File: src/hdl/ffha_pkg.sv
// Shared types and codes for the first-fit heap allocator.
// No dependencies; imported by ffha_page_round and first_fit_heap_allocator.
`default_nettype none
package ffha_pkg;
    // width of request sizes and growth amounts in bytes
    localparam int DW = 18;
    localparam int GRAIN = 16;

    localparam logic REQ_ALLOC = 1'b0;
    localparam logic REQ_FREE  = 1'b1;

    localparam logic [1:0] ST_DONE = 2'd0;
    localparam logic [1:0] ST_NULL = 2'd1;
    localparam logic [1:0] ST_OVFL = 2'd2;

    typedef logic [DW-1:0] amt_t;
endpackage
`default_nettype wire

File: src/hdl/ffha_page_round.sv
// Rounds a byte count up to a multiple of PAGE_BYTES by reciprocal multiplication.
// Depends on ffha_pkg.
`default_nettype none
module ffha_page_round #(
    parameter int PAGE_BYTES = 4096
) (
    input  wire            clk,
    input  wire            rst_n,
    input  wire            start,
    input  ffha_pkg::amt_t x,
    output logic           busy,
    output ffha_pkg::amt_t amt
);
    import ffha_pkg::*;

    // n = x + PAGE - 1; floor(n / PAGE) is estimated as (n * RECIP) >> DW,
    // which is at most one low because n < 2^DW; the last step adds it back
    localparam logic [DW-1:0] RECIP = DW'((2 ** DW) / PAGE_BYTES);
    localparam logic [DW-1:0] PAGE  = DW'(PAGE_BYTES);

    localparam logic [1:0] PH_EST = 2'd0;
    localparam logic [1:0] PH_MUL = 2'd1;
    localparam logic [1:0] PH_FIX = 2'd2;

    logic            busy_reg, busy_next;
    logic [1:0]      ph_reg, ph_next;
    logic [DW-1:0]   num_reg, num_next;
    logic [DW-1:0]   q_reg, q_next;
    logic [DW-1:0]   p_reg, p_next;
    amt_t            amt_reg, amt_next;
    logic [2*DW-1:0] est;
    logic [2*DW-1:0] prod;

    assign est  = (2*DW)'(num_reg) * (2*DW)'(RECIP);
    assign prod = (2*DW)'(q_reg) * (2*DW)'(PAGE);

    always_comb
    begin
        busy_next = busy_reg;
        ph_next   = ph_reg;
        num_next  = num_reg;
        q_next    = q_reg;
        p_next    = p_reg;
        amt_next  = amt_reg;
        if (start)
        begin
            busy_next = 1'b1;
            ph_next   = PH_EST;
            num_next  = x + DW'(PAGE_BYTES - 1);
        end
        else if (busy_reg)
        begin
            case (ph_reg)
                PH_EST:
                begin
                    q_next  = est[2*DW-1:DW];
                    ph_next = PH_MUL;
                end
                PH_MUL:
                begin
                    p_next  = prod[DW-1:0];
                    ph_next = PH_FIX;
                end
                PH_FIX:
                begin
                    // estimate one page short when the remainder is a full page
                    amt_next  = (num_reg - p_reg >= PAGE) ? p_reg + PAGE : p_reg;
                    busy_next = 1'b0;
                    ph_next   = PH_EST;
                end
                default:
                begin
                    busy_next = 1'b0;
                    ph_next   = PH_EST;
                end
            endcase
        end
    end

    always_ff @(posedge clk or negedge rst_n)
    begin
        if (!rst_n)
        begin
            busy_reg <= 1'b0;
            ph_reg   <= PH_EST;
        end
        else
        begin
            busy_reg <= busy_next;
            ph_reg   <= ph_next;
        end
    end

    always_ff @(posedge clk)
    begin
        num_reg <= num_next;
        q_reg   <= q_next;
        p_reg   <= p_next;
        amt_reg <= amt_next;
    end

    assign busy = busy_reg;
    assign amt  = amt_reg;
endmodule
`default_nettype wire
File: config.mk
export PLATFORM = sky130hd
export DESIGN_NAME = ffha_page_round
export DESIGN_NICKNAME = d
export VERILOG_FILES = /design/src/hdl/ffha_pkg.sv /design/src/hdl/ffha_page_round.sv
export SDC_FILE = /design/constraint.sdc
export NUM_CORES = 1
export LEC_CHECK = 0
export BUFFER_PORTS_ARGS = -buffer_cell sky130_fd_sc_hd__buf_2
export CORE_MARGIN = 2
export CORE_UTILIZATION = 50
export CTS_CLUSTER_SIZE = 25
export DETAILED_ROUTE_END_ITERATION = 8
export GPL_ROUTABILITY_DRIVEN = 0
export PLACE_DENSITY = 0.76
export SLEW_MARGIN = 20
export SYNTH_ARGS = -nofsm -noshare
export SYNTH_HDL_FRONTEND = slang
export SYNTH_SLANG_ARGS = --single-unit
File: constraint.sdc
create_clock -name clk -period 2.7 [get_ports clk]
set_input_delay 0.405 -clock clk [delete_from_list [all_inputs] [get_ports clk]]
set_output_delay 0.405 -clock clk [all_outputs]
set_load 0.05 [all_outputs]
* Yosys cells after proc, flatten, opt, wreduce, memory -nomap -nowiden
Cells that the tools add are included.
Operators by class: $lt $le $gt $ge 1, add/sub/neg operators 3, shift operators 0, bitwise logic cells 1, reduce and logical (&&, ||, !) cells 6, $mul 0, eq/ne operators 2, divide/modulo/power cells 0, muxes and demuxes 7
Operator list (count):
- $add A18 B12 Y18 const B | 1
- $add A18 B13 Y18 const B | 1
- $ge A18 B13 Y1 const B | 1
- $mux W18 | 1
- $sub A18 B18 Y18 | 1
- $reduce_and A3 Y1 | 3
- $mux W2 | 2
- $pmux W2 S2 | 1
- $mux W1 | 3
- $eq A2 B1 Y1 const B | 1
- $eq A2 B2 Y1 const B | 1
- $logic_not A2 Y1 | 1
- $reduce_bool A2 Y1 | 1
- $reduce_or A2 Y1 | 1
- $not A1 Y1 | 1
Storage, ports and cells: memories 0, word-level logic and storage cells 27, bits in latches 0, register bits 51, memory bits (writable) 0, input bits 21, output and inout port bits 19, ROM bits 0

* Longest topological paths before layout
word-level depth 5, depth in mapped cells 8, depth with buffers taken out 8

* Worst setup path before layout
Ideal clock, no wire load.
path kind reg2reg, from reg p_reg[12], to reg amt_reg[13] (netlist: amt[13]) (data pin), setup slack 363 ps, stages on the path, launching flop included 8, arrival time 2077 ps, period minus slack after synthesis 2337 ps, path buffers 0, required time 2440 ps, cells stage by stage edfxtp_1 -> ha_1 -> fa_1 -> nand2b_1 -> a21oi_1 -> xnor2_1 -> nor3_1 -> mux2_2
Between the ends: word-level cells in the longest chain between the ends 3, elaborated cells between the ends (all ways) 4, classes of those cells add/sub (2); order compare (1); mux (1)
Ends and longest elaborated chain:
- from (decl) | RTL line ffha_page_round.sv:29 | logic [DW-1:0] p_reg, p_next;
- from (signal assigned) | RTL line ffha_page_round.sv:98 | p_reg <= p_next;
- $sub A18 B18 Y18 | RTL line ffha_page_round.sv:67 | amt_next = (num_reg - p_reg >= PAGE) ? p_reg + PAGE : p_reg;
- $ge A18 B13 Y1 | RTL line ffha_page_round.sv:67
- $mux W18 * | RTL line ffha_page_round.sv:67
- to (signal assigned) | RTL line ffha_page_round.sv:99 | amt_reg <= amt_next;
- to (decl) | RTL line ffha_page_round.sv:30 | amt_t amt_reg, amt_next;
Every way passes the cells marked *; elsewhere a longest branch is shown, timed or not. A chain may end at the register's enable or synchronous reset.

* Worst setup path after layout
Same ends and word-level chain as after synthesis.

==> impl_metrics.env <==
export IMPL_nets=182
export IMPL_drt_iter0_markers=17
export IMPL_drt_pass1_iterations=4
export IMPL_worst_endpoint_required_ns=2.79
export IMPL_synth_edff_count=24
export IMPL_placementRows=19
export IMPL_outcome="complete, no violations"
export IMPL_dpl_hpwl_um=1948
export IMPL_worst_setup_path_type="flip-flop to flip-flop"
export IMPL_wl_um=2319
export IMPL_hp_start="start"
export IMPL_root_buffer="clkbuf_4"
export IMPL_viasPerCell=5.142
export IMPL_cap_violations=0
export IMPL_h_tree_depth=1
export IMPL_grt_pass1_vias=868
export IMPL_clock_skew_ns=0.002677
export IMPL_synth_cell_types=33
export IMPL_grt_overflow=0
export IMPL_fin_cells=183
export IMPL_slew_headroom_pct=45.61
export IMPL_antenna_found_initial=0
export IMPL_synth_ff_type="edfxtp_1"
export IMPL_cts_tree="done"
export IMPL_setup_viol=0
export IMPL_use_met1_pct=14.33
export IMPL_start_kind="flip-flop"
export IMPL_core_um2=2781
export IMPL_critical_path_max_stage_delay_ns=0.50
export IMPL_n_antenna_cell=0
export IMPL_pwr_share_comb_pct=24.9
export IMPL_p_sw_mw=0.2903
export IMPL_ant_nets=0
export IMPL_hold_path_endpoint="ph_reg[0]"
export IMPL_syn_inst=121
export IMPL_fin_util_pct=59.83
export IMPL_synth_area_leaders="edfxtp_1 48%, xnor2_1 6.5%, buf_4 6.1%"
export IMPL_syn_cell_area_um2=1489
export IMPL_vdd_drop_max_mv=0.3706
export IMPL_worstMarginPinSlew_ns=0.8096
export IMPL_crit_path_end_kind="flip-flop"
export IMPL_grt_use_met3_pct=2.418
export IMPL_vias=941
export IMPL_yosys_area_top_type="edfxtp_1"
export IMPL_crit_chain="ha_1 > fa_1 > xor2_1 > o2111ai_1 > nor3_2 > mux2_2"
export IMPL_grt_usage_pct=14.72
export IMPL_final_hold_viol_count=0
export IMPL_area_delta_synth_final_pct=11.76
export IMPL_hp_class="primary input to flip-flop"
export IMPL_p_clk_share_pct=18.0
export IMPL_die_w_um=58.57
export IMPL_syn_avg_cell_area_um2=12.31
export IMPL_cts_max_path_buffers=2
export IMPL_r2r_cells=6
export IMPL_finalCritPeriodShare_pct=94.96
export IMPL_ys_ff_latch=27
export IMPL_initial_core_util_pct=53.53
export IMPL_hold_ws_ns=0.3697
export IMPL_sw_frac_of_total_pct=31.05
export IMPL_wire_per_inst_um=12.67
export IMPL_layout_commonest_cell="buf_2"
export IMPL_cp_max_fo=5
export IMPL_p_int_mw=0.6445
export IMPL_r2r_slack_ns=0.14
export IMPL_period_needed_ns=2.564
export IMPL_async_flop_share_pct=11.11
export IMPL_path_clk_slew_ns=0.14
export IMPL_die_area_um2=3430
export IMPL_final_cell_mix="27 x buf_2, 24 x edfxtp_1, 12 x conb_1"
export IMPL_fmax_mhz=390.0
export IMPL_p_leak_nw=0.6942
export IMPL_grtUsageMet2_pct=27.13
export IMPL_reg2reg_from="p_reg[12]"
export IMPL_dpl_cell_count=178
export IMPL_cts_sinks=27
export IMPL_clock_latency_ns=0.32
export IMPL_fp_dieH_um=58.57
export IMPL_critPathArrivalTime_ns=2.65
export IMPL_grt_setup_unrepaired="false"
export IMPL_fin_setup_tns_ns=0
export IMPL_grt_pass1_wl_um=3657
export IMPL_drc=0
export IMPL_yosys_warnings=0
export IMPL_slowest_stage="edfxtp_1"
export IMPL_drive_gt1_share_pct=28.95
export IMPL_grt_max_degree=16
export IMPL_rr_endpoint="amt[13]"
export IMPL_synth_top_area_share_pct=48.40
export IMPL_worstHoldPathCells=2
export IMPL_power_density_nw_per_um2=561.8
export IMPL_io_buffers=27
export IMPL_ios=40
export IMPL_grt_busiest_layer="met2"
export IMPL_seqPwrFrac_pct=57.1
export IMPL_ys_seq_area_share_pct=53.45
export IMPL_slew_violations=0
export IMPL_cts_buffers=3
[worst max path at each step]
stage	start	end	cells after the start
after global placement	p_reg[12]	amt[13]	7
final	p_reg[12]	amt[13]	6
after floorplan	p_reg[12]	amt[13]	7
after detailed placement	p_reg[12]	amt[13]	6
after CTS	p_reg[12]	amt[13]	6
after global routing	p_reg[12]	amt[13]	6
[synthesized netlist by cell type (all sizes together) (2+ instances only)]
| cell type | instances |
|---|---|
| nand2 | 5 |
| nand2b | 4 |
| xnor2 | 11 |
| clkbuf | 2 |
| mux2 | 3 |
| and3 | 3 |
| buf | 12 |
| nor3 | 3 |
| inv | 9 |
| or4 | 3 |
| ha | 7 |
| o21a | 2 |
| a21oi | 3 |
| nor2 | 7 |
| xor2 | 3 |
| nand4 | 2 |
| edfxtp | 24 |
| dfrtp | 3 |
| o31ai | 4 |
| nor3b | 2 |
[worst max-delay path, delay by kind of cell (launching register included)]
| family | cells | cell delay, ns |
|---|---|---|
| flops | 1 | 0.50 |
| xor+xnor | 1 | 0.21 |
| mux | 1 | 0.37 |
| simple gates | 1 | 0.30 |
| compound gates | 1 | 0.28 |
| fa+ha+maj | 2 | 0.67 |
[cell families after synthesis]
logic type | share of synthesized area [%]
simple gates | 13.61
xor+xnor | 8.235
compound gates | 5.462
buf+inv | 8.824
flops | 53.45
fa+ha+maj | 7.227
mux | 2.941
other cells | 0.2519
[through the flow]
step | setup slack [ns] | instance area [um2] | total power [mW]
after global routing | 0.04726 | 1664 | 0.9834
final | 0.1360 | 1664 | 0.9348
after global placement | 0.2768 | 1622 | 0.7576
after detailed placement | 0.1010 | 1622 | 0.7726
after CTS | 0.07602 | 1659 | 0.9409
after floorplan | 0.3634 | 1530 | 0.7225
[timing repair]
item | CTS | global route
hold buffers | 1 | 0
endpoints found under the setup margin | 0 | 1
hold endpoints to repair | 3 | 0
gates resized for setup | 0 | 1
buffers inserted | 0 | 0
[cell type report]
| type | instances | area (um2) |
|---|---|---|
| fillers | 211 | 1117 |
| flip-flops and latches | 27 | 795.8 |
| multi-input cells | 82 | 608.1 |
| repair buffers | 30 | 160.2 |
| well taps | 31 | 38.79 |
| inverters | 9 | 33.78 |
| clock buffers | 3 | 22.52 |
| clock inverters | 1 | 5.005 |
[metal layers]
layer | routed length, um | up-vias
li1 | - | 469
met1 | 863 | 414
met5 | 0 | -
met4 | 126 | 0
met2 | 1193 | 45
met3 | 135 | 13
[power groups by stage]
stage               registers (mW)  logic (mW)  clock network [mW]
detailed placement           0.543       0.230                   0
global placement             0.540       0.217                   0
global route                 0.538       0.254               0.191
finish                       0.533       0.233               0.169
CTS                          0.533       0.232               0.176
floorplan                    0.553       0.169                   0
Power figures use the tool's default switching activity.
